<file path="src/tlvspp_pkg.sv">
// Package for the TLV string chunk parser: types, status codes and constants.
`default_nettype none

package tlvspp_pkg;

    // Header is a 2-byte type plus a 2-byte big-endian length
    localparam int unsigned HEADER_BYTES = 2 * 2;

    localparam int unsigned DATA_W = 8;
    localparam int unsigned LEN_W  = 16;
    localparam int unsigned STAT_W = 3;

    localparam logic [LEN_W-1:0] CAP_RESET = 16'd64;

    // Parser phase, one-hot
    typedef enum logic [2:0] {
        PH_IDLE    = 3'b001,
        PH_HEADER  = 3'b010,
        PH_PAYLOAD = 3'b100
    } t_phase;

    typedef logic [STAT_W-1:0] t_status;

    localparam t_status ST_OK        = 3'd0;
    localparam t_status ST_BUF_SHORT = 3'd1;
    localparam t_status ST_TOO_BIG   = 3'd2;
    localparam t_status ST_HDR_SHORT = 3'd3;
    localparam t_status ST_OUT_SMALL = 3'd4;
    localparam t_status ST_NO_NUL    = 3'd5;

    // Header byte positions within the chunk
    localparam logic [1:0] HC_LEN_HI = 2'd2;
    localparam logic [1:0] HC_LEN_LO = 2'd3;

endpackage

`default_nettype wire

</file>
<file path="src/tlv_string_part_parser_core.sv">
// Top level of the TLV string chunk parser: header checks and payload pass-through.
//
// Usage:
//   Slave stream s_*: one packet byte per request. s_tuser marks the first byte of
//   a chunk; with it s_tdata carries the bytes left in the packet.
//   Master stream m_*: exactly one result per input request, in order. m_tuser
//   flags a payload byte, m_tlast ends a chunk (good or bad) with a status,
//   the declared chunk length and, on success, the bytes left after the chunk.
//   Configuration: i_cfg_we writes the output capacity (largest payload accepted);
//   write it only while no request is in flight.
// Pipeline:
//   From input accept to result valid the path is one input register,
//   then the header/payload logic feeding one result register.
//   Throughput is one request per cycle while m_tready does not stall; the
//   per-byte logic is a 16-bit decrement and a few 16-bit compares.
// Reset (i_rst_n low, synchronous): both stages empty, parser idle, capacity 64.
// Stall: when m_tready is low the result register holds, the input register
//   fills, and s_tready drops until the master side drains.
`default_nettype none

module tlv_string_part_parser_core (
    input  wire logic        i_clk,
    input  wire logic        i_rst_n,
    // Configuration: output capacity register
    input  wire logic        i_cfg_we,
    input  wire logic [15:0] i_cfg_wdata,
    // Slave stream
    input  wire logic        s_tvalid,
    output logic             s_tready,
    input  wire logic [23:0] s_tdata,   // [7:0] data_byte, [23:8] bytes_left
    input  wire logic        s_tuser,   // [0] chunk_start
    // Master stream
    output logic             m_tvalid,
    input  wire logic        m_tready,
    output logic [47:0]      m_tdata,   // [7:0] string_byte, [10:8] status,
                                        // [26:11] chunk_length,
                                        // [42:27] remaining_after, [47:43] zero
    output logic             m_tuser,   // [0] byte_valid
    output logic             m_tlast    // chunk_done
);

    localparam int unsigned LW = tlvspp_pkg::LEN_W;
    localparam int unsigned DW = tlvspp_pkg::DATA_W;
    localparam logic [LW-1:0] HDR_LEN = LW'(tlvspp_pkg::HEADER_BYTES);

    // Handshake
    logic s_acc;
    logic adv;

    // Capacity register
    logic [LW-1:0] r_cap;

    // Input stage
    logic          r_in_valid;
    logic [DW-1:0] r_in_byte;
    logic          r_in_start;
    logic [LW-1:0] r_in_left;

    // Parser state
    tlvspp_pkg::t_phase r_phase, n_phase;
    logic [1:0]         r_hcnt,  n_hcnt;
    logic [LW-1:0]      r_dlen,  n_dlen;
    logic [LW-1:0]      r_pleft, n_pleft;
    logic [LW-1:0]      r_kleft, n_kleft;

    // Result stage
    logic                  r_out_valid;
    logic [DW-1:0]         r_byte,  n_byte;
    logic                  r_bval,  n_bval;
    logic                  r_done,  n_done;
    tlvspp_pkg::t_status   r_stat,  n_stat;
    logic [LW-1:0]         r_len,   n_len;
    logic [LW-1:0]         r_rem,   n_rem;

    // Helper values
    logic [LW-1:0] len_full;
    logic [LW-1:0] pl_dec;
    logic [1:0]    hcnt_inc;

    assign adv      = !r_out_valid || m_tready;
    assign s_tready = !r_in_valid || adv;
    assign s_acc    = s_tvalid && s_tready;

    // Capacity register
    always_ff @(posedge i_clk) begin
        if (!i_rst_n) begin
            r_cap <= tlvspp_pkg::CAP_RESET;
        end else if (i_cfg_we) begin
            r_cap <= i_cfg_wdata;
        end
    end

    // Input register
    always_ff @(posedge i_clk) begin
        if (!i_rst_n) begin
            r_in_valid <= 1'b0;
        end else if (s_acc) begin
            r_in_valid <= 1'b1;
        end else if (adv) begin
            r_in_valid <= 1'b0;
        end
    end

    always_ff @(posedge i_clk) begin
        if (s_acc) begin
            r_in_byte  <= s_tdata[7:0];
            r_in_left  <= s_tdata[23:8];
            r_in_start <= s_tuser;
        end
    end

    // Parse logic: next state and result for the byte in the input register
    assign len_full = {r_dlen[LW-1:DW], r_in_byte};
    assign pl_dec   = (r_pleft != '0) ? r_pleft - 1'b1 : r_pleft;
    assign hcnt_inc = r_hcnt + 2'd1;

    always_comb begin
        n_phase = r_phase;
        n_hcnt  = r_hcnt;
        n_dlen  = r_dlen;
        n_pleft = r_pleft;
        n_kleft = r_kleft;
        n_byte  = '0;
        n_bval  = 1'b0;
        n_done  = 1'b0;
        n_stat  = tlvspp_pkg::ST_OK;
        n_len   = '0;
        n_rem   = '0;

        if (r_in_start) begin
            // Chunk start: latch bytes left, restart header count
            n_kleft = r_in_left;
            n_dlen  = '0;
            n_pleft = '0;
            if (r_in_left < HDR_LEN) begin
                n_hcnt  = 2'd0;
                n_done  = 1'b1;
                n_stat  = tlvspp_pkg::ST_BUF_SHORT;
                n_phase = tlvspp_pkg::PH_IDLE;
            end else begin
                n_hcnt  = 2'd1;
                n_phase = tlvspp_pkg::PH_HEADER;
            end
        end else begin
            unique case (r_phase)
                tlvspp_pkg::PH_HEADER: begin
                    n_hcnt = hcnt_inc;
                    if (r_hcnt == tlvspp_pkg::HC_LEN_HI) begin
                        n_dlen = {r_in_byte, {DW{1'b0}}};
                    end else if (r_hcnt == tlvspp_pkg::HC_LEN_LO) begin
                        n_dlen = len_full;
                        // Last header byte: run the checks in priority order
                        n_len = len_full;
                        if (len_full > r_kleft) begin
                            n_done  = 1'b1;
                            n_stat  = tlvspp_pkg::ST_TOO_BIG;
                            n_phase = tlvspp_pkg::PH_IDLE;
                        end else if (len_full <= HDR_LEN) begin
                            n_done  = 1'b1;
                            n_stat  = tlvspp_pkg::ST_HDR_SHORT;
                            n_phase = tlvspp_pkg::PH_IDLE;
                        end else if (len_full - HDR_LEN > r_cap) begin
                            n_done  = 1'b1;
                            n_stat  = tlvspp_pkg::ST_OUT_SMALL;
                            n_phase = tlvspp_pkg::PH_IDLE;
                        end else begin
                            n_len   = '0;
                            n_pleft = len_full - HDR_LEN;
                            n_phase = tlvspp_pkg::PH_PAYLOAD;
                        end
                    end
                end
                tlvspp_pkg::PH_PAYLOAD: begin
                    // Pass the byte through; close the chunk on the last one
                    n_byte  = r_in_byte;
                    n_bval  = 1'b1;
                    n_pleft = pl_dec;
                    if (pl_dec == '0) begin
                        n_done  = 1'b1;
                        n_len   = r_dlen;
                        n_phase = tlvspp_pkg::PH_IDLE;
                        if (r_in_byte != '0) begin
                            n_stat = tlvspp_pkg::ST_NO_NUL;
                        end else begin
                            n_stat = tlvspp_pkg::ST_OK;
                            n_rem  = r_kleft - r_dlen;
                        end
                    end
                end
                default: begin
                    n_phase = tlvspp_pkg::PH_IDLE;
                end
            endcase
        end
    end

    // Parser state update, once per byte moved to the result stage
    always_ff @(posedge i_clk) begin
        if (!i_rst_n) begin
            r_phase <= tlvspp_pkg::PH_IDLE;
            r_hcnt  <= 2'd0;
            r_dlen  <= '0;
            r_pleft <= '0;
            r_kleft <= '0;
        end else if (adv && r_in_valid) begin
            r_phase <= n_phase;
            r_hcnt  <= n_hcnt;
            r_dlen  <= n_dlen;
            r_pleft <= n_pleft;
            r_kleft <= n_kleft;
        end
    end

    // Result register
    always_ff @(posedge i_clk) begin
        if (!i_rst_n) begin
            r_out_valid <= 1'b0;
        end else if (adv) begin
            r_out_valid <= r_in_valid;
        end
    end

    always_ff @(posedge i_clk) begin
        if (adv && r_in_valid) begin
            r_byte <= n_byte;
            r_bval <= n_bval;
            r_done <= n_done;
            r_stat <= n_stat;
            r_len  <= n_len;
            r_rem  <= n_rem;
        end
    end

    assign m_tvalid = r_out_valid;
    assign m_tdata  = {5'b0, r_rem, r_len, r_stat, r_byte};
    assign m_tuser  = r_bval;
    assign m_tlast  = r_done;

endmodule

`default_nettype wire

</file>
<file path="config.mk">
export PLATFORM = sky130hd
export DESIGN_NAME = tlv_string_part_parser_core
export DESIGN_NICKNAME = d
export VERILOG_FILES = /design/src/tlvspp_pkg.sv /design/src/tlv_string_part_parser_core.sv
export SDC_FILE = /design/constraint.sdc
export NUM_CORES = 1
export LEC_CHECK = 0
export BUFFER_PORTS_ARGS = -buffer_cell sky130_fd_sc_hd__buf_2
export CAP_MARGIN = 20
export CORE_MARGIN = 4
export CORE_UTILIZATION = 50
export DETAILED_ROUTE_END_ITERATION = 10
export HOLD_SLACK_MARGIN = 0.03
export PLACE_DENSITY = 0.71
export SETUP_SLACK_MARGIN = 0.1
export SLEW_MARGIN = 20
export SYNTH_ARGS = -nofsm -noshare
export SYNTH_HDL_FRONTEND = slang
export SYNTH_SLANG_ARGS = --single-unit
</file>
<file path="constraint.sdc">
create_clock -name i_clk -period 4.5 [get_ports i_clk]
set_input_delay 0 -clock i_clk [delete_from_list [all_inputs] [get_ports i_clk]]
set_output_delay 0 -clock i_clk [all_outputs]
set_load 0.005 [all_outputs]
</file>
* Word level (Yosys, flattened, before mapping) *
Cells that the tools add are included.

operators by class
  $add $sub $neg = 4
  $mul = 0
  divide/modulo/power cells = 0
  order comparisons = 4
  equal/unequal tests = 10
  shifts and indexed selects = 0
  mux-type cells = 53
  bitwise logic cells = 2
  reduce and logical (&&, ||, !) cells = 22

operator list
  cell                     number
  $mux W16                 16
  $pmux W16 S2             2
  $mux W3                  15
  $gt A16 B16 Y1           2
  $ne A3 B3 Y1 const B     6
  $le A16 B3 Y1 const B    1
  $logic_not A16 Y1        1
  $lt A16 B3 Y1 const B    1
  $reduce_bool A16 Y1      1
  $sub A16 B1 Y16 const B  1
  $sub A16 B16 Y16         1
  $sub A16 B3 Y16 const B  1
  $mux W1                  13
  $pmux W3 S2              2
  $mux W8                  1
  $reduce_bool A8 Y1       1
  $reduce_and A7 Y1        1
  $mux W2                  3
  $reduce_and A3 Y1        2
  $reduce_bool A2 Y1       3
  $reduce_bool A3 Y1       2
  $eq A2 B2 Y1 const B     2
  $reduce_and A2 Y1        2
  $reduce_and A4 Y1        1
  other kinds (10)         14

storage, ports and cells
  register bits after elaboration = 141
  bits in latches = 0
  bits in writable memories = 0
  memory bits (read-only) = 0
  input bits = 46
  output and inout bits = 52
  memories = 0

* Depth between registers and ports, before layout *
Gate-level depths: netlist of run 1.

  depth after elaboration = 9
  depth in mapped cells = 16
  depth with buffers taken out = 15

* Worst setup path after synthesis of run 1 *
No wires, ideal clock.

  path kind = register to register
  start point = reg r_in_byte[6]
  end point = reg r_pleft[13]
  arrival = 3.923 ns
  required time = 4.369 ns
  path slack = 0.447 ns
  stages on the path, launching flop included = 15
  cell sequence = edfxtp_1 clkbuf_1 nor4_1 nand2_1 nor3_1 nand3_1 xnor2_1 ha_1 nand4_1 or4_1 o21a_1 o31ai_1 buf_2 o21a_1 nor3_1

on the way
  longest elaborated chain between the ends = 8

RTL lines
  item                                                                     line                                source
  start, declared                                                          tlv_string_part_parser_core.sv:55   logic [DW-1:0] r_in_byte;
  start signal, assigned                                                   tlv_string_part_parser_core.sv:106  r_in_byte <= s_tdata[7:0];
  parallel branches: the longest is 8 deep, another holds $sub A16 B3 Y16  n/a
  end signal, assigned                                                     tlv_string_part_parser_core.sv:209  r_pleft <= n_pleft;
  end, declared                                                            tlv_string_part_parser_core.sv:63   logic [LW-1:0] r_pleft, n_pleft;

Parallel ways; which one is timed is not known. The select of a mux whose other input is x is not followed.
A chain may end at the register's enable or synchronous reset.

* Final worst setup path of run 1 *
  start point = reg r_in_byte[7]
  end point = reg r_len[2] (data pin)

on the way
  longest elaborated chain between the ends = 8

RTL lines
  item                  line                                source
  $sub A16 B3 Y16       tlv_string_part_parser_core.sv:162  end else if (len_full - HDR_LEN > r_cap) begin
  $gt A16 B16 Y1        tlv_string_part_parser_core.sv:162
  $mux W16              tlv_string_part_parser_core.sv:162
  $mux W16              tlv_string_part_parser_core.sv:158  end else if (len_full <= HDR_LEN) begin
  $mux W16 (*)          tlv_string_part_parser_core.sv:154  if (len_full > r_kleft) begin
  $mux W16 (*)          tlv_string_part_parser_core.sv:150  end else if (r_hcnt == tlvspp_pkg::HC_LEN_LO) begin
  $mux W16 (*)          tlv_string_part_parser_core.sv:148  if (r_hcnt == tlvspp_pkg::HC_LEN_HI) begin
  $pmux W16 S2 (*)      tlv_string_part_parser_core.sv:145  unique case (r_phase)
  end signal, assigned  tlv_string_part_parser_core.sv:229  r_len <= n_len;
  end, declared         tlv_string_part_parser_core.sv:72   logic [LW-1:0] r_len, n_len;

Every way passes the cells marked *; elsewhere a longest branch is shown, timed or not.

==> impl_summary.log, run 1 <==
INFO  metric outcome = finished clean
INFO  metric setup_bufs_post_cts = 0
INFO  metric setup.worst_path.end_class = flip-flop
INFO  metric tritoncts_clock_tree = yes
INFO  metric cts.sinks = 141
INFO  metric power.static_leakage = 3.67 nW
INFO  metric final.period_utilization = 0.916
INFO  metric mapped_cells = 785
INFO  metric worst_slew_pin_slew = 1060 ps
INFO  metric netlist.area_leader.share = 0.279
INFO  metric core_box_area = 14,600 um2
INFO  metric path_clk_slew = 60 ps
INFO  metric first_global_vias = 6,038
INFO  metric finalSetupViolCount = 0
INFO  metric required = 4780 ps
INFO  metric final.setup_skew = 10.3 ps
INFO  metric synthToLayoutAreaGrowth = 22.2%
INFO  metric grtUsageTotal = 0.242
INFO  metric synth.largest_area_cell = sky130_fd_sc_hd__edfxtp_1
INFO  metric synth-seq-area-share = 0.468
INFO  metric drv_cap = 0
INFO  metric use_met3 = 0.0520
INFO  metric design.die.area = 17,100 um2
INFO  metric cts-buffers-inserted = 17
INFO  metric crit_path_start = r_in_byte[7]$_DFFE_PP_
INFO  metric largest_voltage_drop_on_the_vdd_net = 0.000241 V
INFO  metric timing.max_slew.rel_slack = 0.291
INFO  metric fin_setup_tns = 0 ps
INFO  metric grt_start_max_net_pins = 57
INFO  metric firstDrtPassIters = 5
INFO  metric cts_max_path_buffers = 2
INFO  metric clk_latency = 430 ps
INFO  metric timing.final.max_slew_violations = 0
INFO  metric std_cell_rows = 44
INFO  metric worstHoldStart = i_cfg_we
INFO  metric design.portCount = 98
INFO  metric gr-usage-met2 = 0.365
INFO  metric cts_max_level = 4
INFO  metric synth_enable_flop_cells = 70
INFO  metric nFillCells = 1,219
INFO  metric die_width = 131 um
INFO  metric yosys-top-cells-area = sky130_fd_sc_hd__edfxtp_1 28%, sky130_fd_sc_hd__dfxtp_1 19%, sky130_fd_sc_hd__ha_1 8.6%, sky130_fd_sc_hd__nor2_1 3.9%, sky130_fd_sc_hd__nand2_1 3.7%
INFO  metric fin_cells = 1,119
INFO  metric number_of_antenna_violations_at_the_first_check_in_global_routing = 0
INFO  metric unrepaired_setup_endpoints_after_global_routing = no
INFO  metric hold_class = in2reg
INFO  metric hold_violations = 0
INFO  metric drc = 0
INFO  metric ys_async_sr_fraction = 0
INFO  metric yosys_register_bits = 141
INFO  metric gp_routability_congestion = 0.978
INFO  metric wl = 19,900 um
INFO  metric synth.cell_area = 7530 um2
INFO  metric detailedPlacementHpwl = 13,900 um
INFO  metric synth.lib_cells_used.distinct = 66
INFO  metric detailedRoute.firstIterationViolations = 572
INFO  metric power_density = 340 nW/um2
INFO  metric port_buffers = 92
INFO  metric synth_ff_type = sky130_fd_sc_hd__dfxtp_1
INFO  metric category_of_the_critical_setup_timing_path = reg2reg
INFO  metric timing.critical_path.slowest_stage_cell = sky130_fd_sc_hd__or4_1
INFO  metric placed_cells = 1,041
INFO  metric critical-path-top-cell-by-count = sky130_fd_sc_hd__nand4_1
INFO  metric grt_first_pass_wirelength = 31,600 um
INFO  metric fin_nets = 1,021
INFO  metric global_route.overflow_total = 0
INFO  metric antenna-diode-count = 0
INFO  metric critical_path.cell_chain = nor4_2 > buf_4 > nand4_1 > nor2_1 > nand4_1 > xnor2_1 > ha_1 > nand4_1 > or4_1 > a21oi_1 > or4_1 > o21ai_0 > a21o_1 > nor2_2 > a22o_1
INFO  metric antenna_left = 0
INFO  metric synth-warning-count = 0
INFO  metric rrSetupSlack = 380 ps
INFO  metric post_detailed_route_via_to_cell_ratio = 5.77
INFO  metric gr-usage-met1 = 0.338
INFO  metric die_height = 131 um
INFO  metric post_drt_wl_per_cell = 17.8 um
INFO  metric path_max_fanout = 8
INFO  metric timing.critical_path.from_type = flip-flop
INFO  metric postSynthAreaPerCell = 9.59 um2
INFO  metric slowest_delay = 600 ps
INFO  metric routed-via-count = 6,457
INFO  metric drive_above_1_share = 0.163
INFO  metric fmax = 0.243 GHz
INFO  metric rr_startpoint = r_in_byte[7]$_DFFE_PP_
INFO  metric master_cell_of_the_clock_root_buffer = sky130_fd_sc_hd__clkbuf_16
INFO  metric busiest_layer = met2
INFO  metric cp_data_arrival_time = 4410 ps
INFO  metric post-route-min-period = 4120 ps
INFO  metric initial_core_util = 0.514
-- worst paths after layout --
| check | end | depth (start not counted) |
|---|---|---|
| max | r_len[2]$_SDFFCE_PP0P_ | 15 |
| min | r_cap[15]$_SDFFE_PN0P_ | 3 |
| max reg2reg | r_len[2]$_SDFFCE_PP0P_ | 15 |
| min reg2reg | r_phase[1]$_SDFFE_PN0P_ | 2 |
-- kinds of logic (layout without fill, tap and decap cells) --
group | count (synthesis) | after routing | share of synthesized area
adders and majority gates | 53 | 53 | 0.0891
muxes | 22 | 22 | 0.0294
xor gates and xnor gates | 22 | 22 | 0.0256
other | 1 | 5 | 0.000498
DFF | 141 | 141 | 0.468
AOI/OAI and AO/OA | 175 | 175 | 0.156
buffers and inverters | 96 | 242 | 0.0515
and+or+nand+nor | 275 | 275 | 0.180
-- per-stage QoR --
| stage | util | setup WS (ps) | power [W] | area [um2] | hold WS (ps) |
|---|---|---|---|---|---|
| after floorplan | - | 447 | 0.00168 | 7540 | 98.9 |
| after global placement | 0.557 | 387 | 0.00178 | 8160 | 176 |
| after detailed placement | 0.557 | 205 | 0.00178 | 8160 | 178 |
| after CTS | 0.627 | 134 | 0.00313 | 9190 | 93.1 |
| after global routing | 0.628 | 146 | 0.00324 | 9200 | 130 |
| final | 0.628 | 378 | 0.00312 | 9200 | 110 |
-- synthesized netlist by cell type (all sizes together), types with 4 or more instances --
library cell   n
inv           61
a22o           8
edfxtp        70
nand2         75
and2          13
mux2i         21
nor3          29
o211ai         7
o2111ai        8
clkbuf        24
a21o           8
nor4           9
xnor2         18
nand4         13
a211oi         4
buf           11
nand3         15
o21a           9
dfxtp         71
ha            52
a21boi         4
nand2b         5
xor2           4
a22oi         17
o21ai         32
nor2          79
a21oi         52
or4            4
nor3b          5
and3           7
o31ai          9
nor2b          7
-- area by class of cell --
| class | instances | area (um2) | share of cell area |
|---|---|---|---|
| Multi-Input combinational cell | 552 | 3650 | 0.397 |
| Sequential cell | 141 | 3520 | 0.383 |
| Timing Repair Buffer | 149 | 1000 | 0.109 |
| Clock buffer | 22 | 474 | 0.0516 |
| Tap cell | 184 | 230 | 0.0250 |
| Inverter | 61 | 229 | 0.0249 |
| Clock inverter | 10 | 88.8 | 0.00966 |
-- routing by layer --
layer | routed length, um | vias up
met3 | 1650 | 61
met2 | 8890 | 299
met4 | 668 | 0
met1 | 8720 | 3005
li1 | - | 3092
met5 | 0 | -
-- layout by cell type (no fill, tap or decap), drive strengths merged, types with 5 or more instances in the layout --
cell	count
dlygate4sd3	46
nor2b	7
o21a	9
and2	13
nor3b	5
o21ai	32
inv	62
a21oi	52
xnor2	18
conb	5
o2111ai	8
nor4	9
nand4	13
nand2	75
nor2	79
clkbuf	22
nand3	15
o211ai	7
buf	103
dfxtp	71
a21o	8
mux2i	21
edfxtp	70
a22oi	17
nor3	29
o31ai	9
nand2b	5
a22o	8
clkinv	5
ha	52
and3	7
-- flip-flops by register name, summed over array words and instances, names as in the netlist, 3 cells and up --
name,cells
r_dlen,16
r_cap,16
r_byte,8
r_stat,3
r_kleft,16
r_in_left,16
r_len,16
r_pleft,16
r_in_byte,8
r_rem,16
r_phase,3
-- worst max-delay path: cells and delay by family (launching register included) --
kind,cells,cell delay (ps)
flops,1,530
compound gates,4,860
xor+xnor,1,180
fa+ha+maj,1,310
buf+inv,1,180
simple gates,8,1920
-- where the power goes --
| part | internal (W) | switching [W] |
|---|---|---|
| Sequential | 0.00139 | 0.0000349 |
| Combinational | 0.000162 | 0.000205 |
| Clock | 0.000800 | 0.000530 |
| Total | 0.00235 | 0.000770 |
-- what timing repair did --
item	in CTS	in global routing
hold endpoints to repair	55	0
resized for setup	0	3
endpoints found under the setup margin	0	21
hold buffers	46	0
Note: power is estimated with default switching activity, not from simulation.
==> run 2: changes to the inputs <==
--- a/config.mk
+++ b/config.mk
@@ -5,10 +5,11 @@
 export SDC_FILE = /design/constraint.sdc
 export NUM_CORES = 1
 export LEC_CHECK = 0
-export BUFFER_PORTS_ARGS = -buffer_cell sky130_fd_sc_hd__buf_2
+export BUFFER_PORTS_ARGS = -buffer_cell sky130_fd_sc_hd__buf_4
 export CAP_MARGIN = 20
 export CORE_MARGIN = 4
 export CORE_UTILIZATION = 50
+export CTS_CLUSTER_DIAMETER = 30
 export DETAILED_ROUTE_END_ITERATION = 10
 export HOLD_SLACK_MARGIN = 0.03
 export PLACE_DENSITY = 0.71
==> run 2 against run 1 <==
Compared with the run above: via count is 0.77% higher; sequential power hardly changed; combinational power is 8.5% higher; non-clock buffer count is 7 higher; worst setup slack better by 57 ps; maximum frequency is 1.4% higher; power is 0.92% higher; clock power hardly changed; hold slack worse by 71 ps.
==> impl_summary.log, run 2 (same netlist as run 1, synthesis figures left out) <==
INFO  metric setup_slack = 435 ps
INFO  metric routed-via-count = 6,507
INFO  metric rr_startpoint = r_in_byte[7]$_DFFE_PP_
INFO  metric master_cell_of_the_clock_root_buffer = sky130_fd_sc_hd__clkbuf_16
INFO  metric setup.worst_path.end_class = flip-flop
INFO  metric number_of_antenna_violations_at_the_first_check_in_global_routing = 0
INFO  metric tritoncts_clock_tree = yes
INFO  metric timing.critical_path.slowest_stage_cell = sky130_fd_sc_hd__edfxtp_1
INFO  metric cts_max_level = 4
INFO  metric category_of_the_critical_setup_timing_path = reg2reg
INFO  metric pre_cts_slack = 177 ps
INFO  metric core_box_area = 14,600 um2
INFO  metric grt_start_max_net_pins = 57
INFO  metric worst_r2r_path_depth = 16
INFO  metric final.period_utilization = 0.903
INFO  metric final_cell_mix = 105 x sky130_fd_sc_hd__buf_4, 78 x sky130_fd_sc_hd__nor2_1, 74 x sky130_fd_sc_hd__nand2_1
INFO  metric design.portCount = 98
INFO  metric unrepaired_setup_endpoints_after_global_routing = no
INFO  metric slowest_delay = 520 ps
INFO  metric grt_first_pass_wirelength = 33,600 um
INFO  metric final.setup_skew = 7.18 ps
INFO  metric r2r-end = r_pleft[10]$_SDFFE_PN0P_
INFO  metric wl = 20,900 um
INFO  metric cts.sinks = 141
INFO  metric global_route.overflow_total = 0
INFO  metric setup_bufs_post_cts = 0
INFO  metric drive_above_1_share = 0.162
INFO  metric initial_core_util = 0.514
INFO  metric post_detailed_route_via_to_cell_ratio = 5.78
INFO  metric required = 4860 ps
INFO  metric worst_slew_pin_slew = 1040 ps
INFO  metric timing.critical_path.to = r_pleft[10]$_SDFFE_PN0P_
INFO  metric timing.final.max_slew_violations = 0
INFO  metric outcome = finished clean
INFO  metric die_height = 131 um
INFO  metric cts_max_path_buffers = 2
INFO  metric post_drt_wl_per_cell = 18.5 um
INFO  metric detailedRoute.firstIterationViolations = 520
INFO  metric power.sequential.fraction = 0.453
INFO  metric path_clk_slew = 60 ps
INFO  metric timing.max_slew.rel_slack = 0.305
INFO  metric hold_violations = 0
INFO  metric gp_routability_congestion = 0.922
INFO  metric drc = 0
INFO  metric firstDrtPassIters = 5
INFO  metric hold_class = in2reg
INFO  metric std_cell_rows = 44
INFO  metric clk_latency = 420 ps
INFO  metric placed_cells = 1,043
INFO  metric antenna_left = 0
INFO  metric path_depth = 16
INFO  metric power.static_leakage = 3.76 nW
INFO  metric largest_voltage_drop_on_the_vdd_net = 0.000274 V
INFO  metric cp_data_arrival_time = 4430 ps
INFO  metric grtUsageTotal = 0.254
INFO  metric drv_cap = 0
INFO  metric critical_path.n_buffers_inverters = 2
INFO  metric int_pwr = 0.00235 W
INFO  metric rrSetupSlack = 440 ps
INFO  metric placedInstanceArea = 8410 um2
INFO  metric path_delay_family = simple AND/OR/NAND/NOR gates
INFO  metric power.share.combinational = 0.126
INFO  metric crit_path_start = r_in_byte[7]$_DFFE_PP_
INFO  metric critical_path.cell_chain = nor4_1 > buf_4 > nand2_1 > nor3_2 > nand2_1 > xnor2_1 > ha_1 > nand4_1 > or4_1 > a21oi_1 > or4_1 > o21a_1 > o31ai_2 > buf_4 > nor4b_1 > o21a_1
INFO  metric die_width = 131 um
INFO  metric post-route-min-period = 4060 ps
INFO  metric synthToLayoutAreaGrowth = 26.0%
INFO  metric power_frac_clock = 0.421
INFO  metric fin_setup_tns = 0 ps
INFO  metric antenna-diode-count = 0
INFO  metric fin_nets = 1,028
INFO  metric fraction_of_power_spent_switching_nets = 0.255
INFO  metric power_density = 332 nW/um2
INFO  metric detailedPlacementHpwl = 14,800 um
INFO  metric p_sw = 0.000804 W
INFO  metric mostFrequentLayoutCell = sky130_fd_sc_hd__buf_4
INFO  metric fmax = 0.246 GHz
INFO  metric port_buffers = 92
INFO  metric path_max_fanout = 26
INFO  metric design.die.area = 17,100 um2
INFO  metric finalSetupViolCount = 0
INFO  metric fin_cells = 1,126
INFO  metric worstHoldStart = i_cfg_we
INFO  metric cts-buffers-inserted = 17
INFO  metric finalInstanceArea = 9490 um2
INFO  metric timing.critical_path.from_type = flip-flop
INFO  metric first_global_vias = 6,514
[run 2: worst min path at each step]
stage                        endpoint  cells past startpoint
2_1_floorplan  r_in_byte[0]$_DFFE_PP_                      0
4_1_cts         r_cap[4]$_SDFFE_PN0P_                      3
3_3_place_gp   r_in_left[7]$_DFFE_PP_                      1
3_5_place_dp   r_in_left[4]$_DFFE_PP_                      1
5_1_grt         r_cap[5]$_SDFFE_PN0P_                      3
6_report        r_cap[5]$_SDFFE_PN0P_                      3
[run 2: timing repair]
item | 4_1_cts | 5_1_grt
gates resized for setup | 0 | 4
hold buffers | 51 | 0
setup endpoints to repair | 0 | 19
hold endpoints to repair | 57 | 0
[run 2: layer usage]
metal	wire length, um	GRT usage	up-vias
li1	-	-	3108
met1	9300	0.358	3088
met2	9600	0.392	275
met3	1490	0.0476	36
met4	474	0.0926	0
met5	0	0	-
[run 2: power groups by stage]
stage               clock network (W)  registers (W)  logic [W]
global route                  0.00140        0.00143   0.000439
CTS                           0.00134        0.00143   0.000392
floorplan                           0        0.00144   0.000238
detailed placement                  0        0.00145   0.000353
global placement                    0        0.00145   0.000343
finish                        0.00133        0.00143   0.000397
[run 2: worst reg2reg max path: stages (launching register included)]
cell and delay, ps:
sky130_fd_sc_hd__edfxtp_1 520, sky130_fd_sc_hd__nor4_1 330, sky130_fd_sc_hd__buf_4 180, sky130_fd_sc_hd__nand2_1 80, sky130_fd_sc_hd__nor3_2 220, sky130_fd_sc_hd__nand2_1 100
sky130_fd_sc_hd__xnor2_1 300, sky130_fd_sc_hd__ha_1 320, sky130_fd_sc_hd__nand4_1 140, sky130_fd_sc_hd__or4_1 180, sky130_fd_sc_hd__a21oi_1 50, sky130_fd_sc_hd__or4_1 420
sky130_fd_sc_hd__o21a_1 150, sky130_fd_sc_hd__o31ai_2 220, sky130_fd_sc_hd__buf_4 330, sky130_fd_sc_hd__nor4b_1 320, sky130_fd_sc_hd__o21a_1 160
[run 2: area by class of cell]
cell class                 instances  area, um2
tap                              184        230
inverter                          61        229
fill                            1183       5160
clock buffer                      18        439
clock inverter                    14        119
sequential                       141       3520
timing repair buffer             156       1300
multi-input combinational        552       3650
[run 2: metrics by stage]
stage,hold slack (ps),total power (W),util
floorplan,98.9,0.00168,-
global placement,178,0.00180,0.574
detailed placement,179,0.00181,0.574
CTS,31.9,0.00316,0.647
global route,39.5,0.00327,0.648
finish,39.1,0.00315,0.648
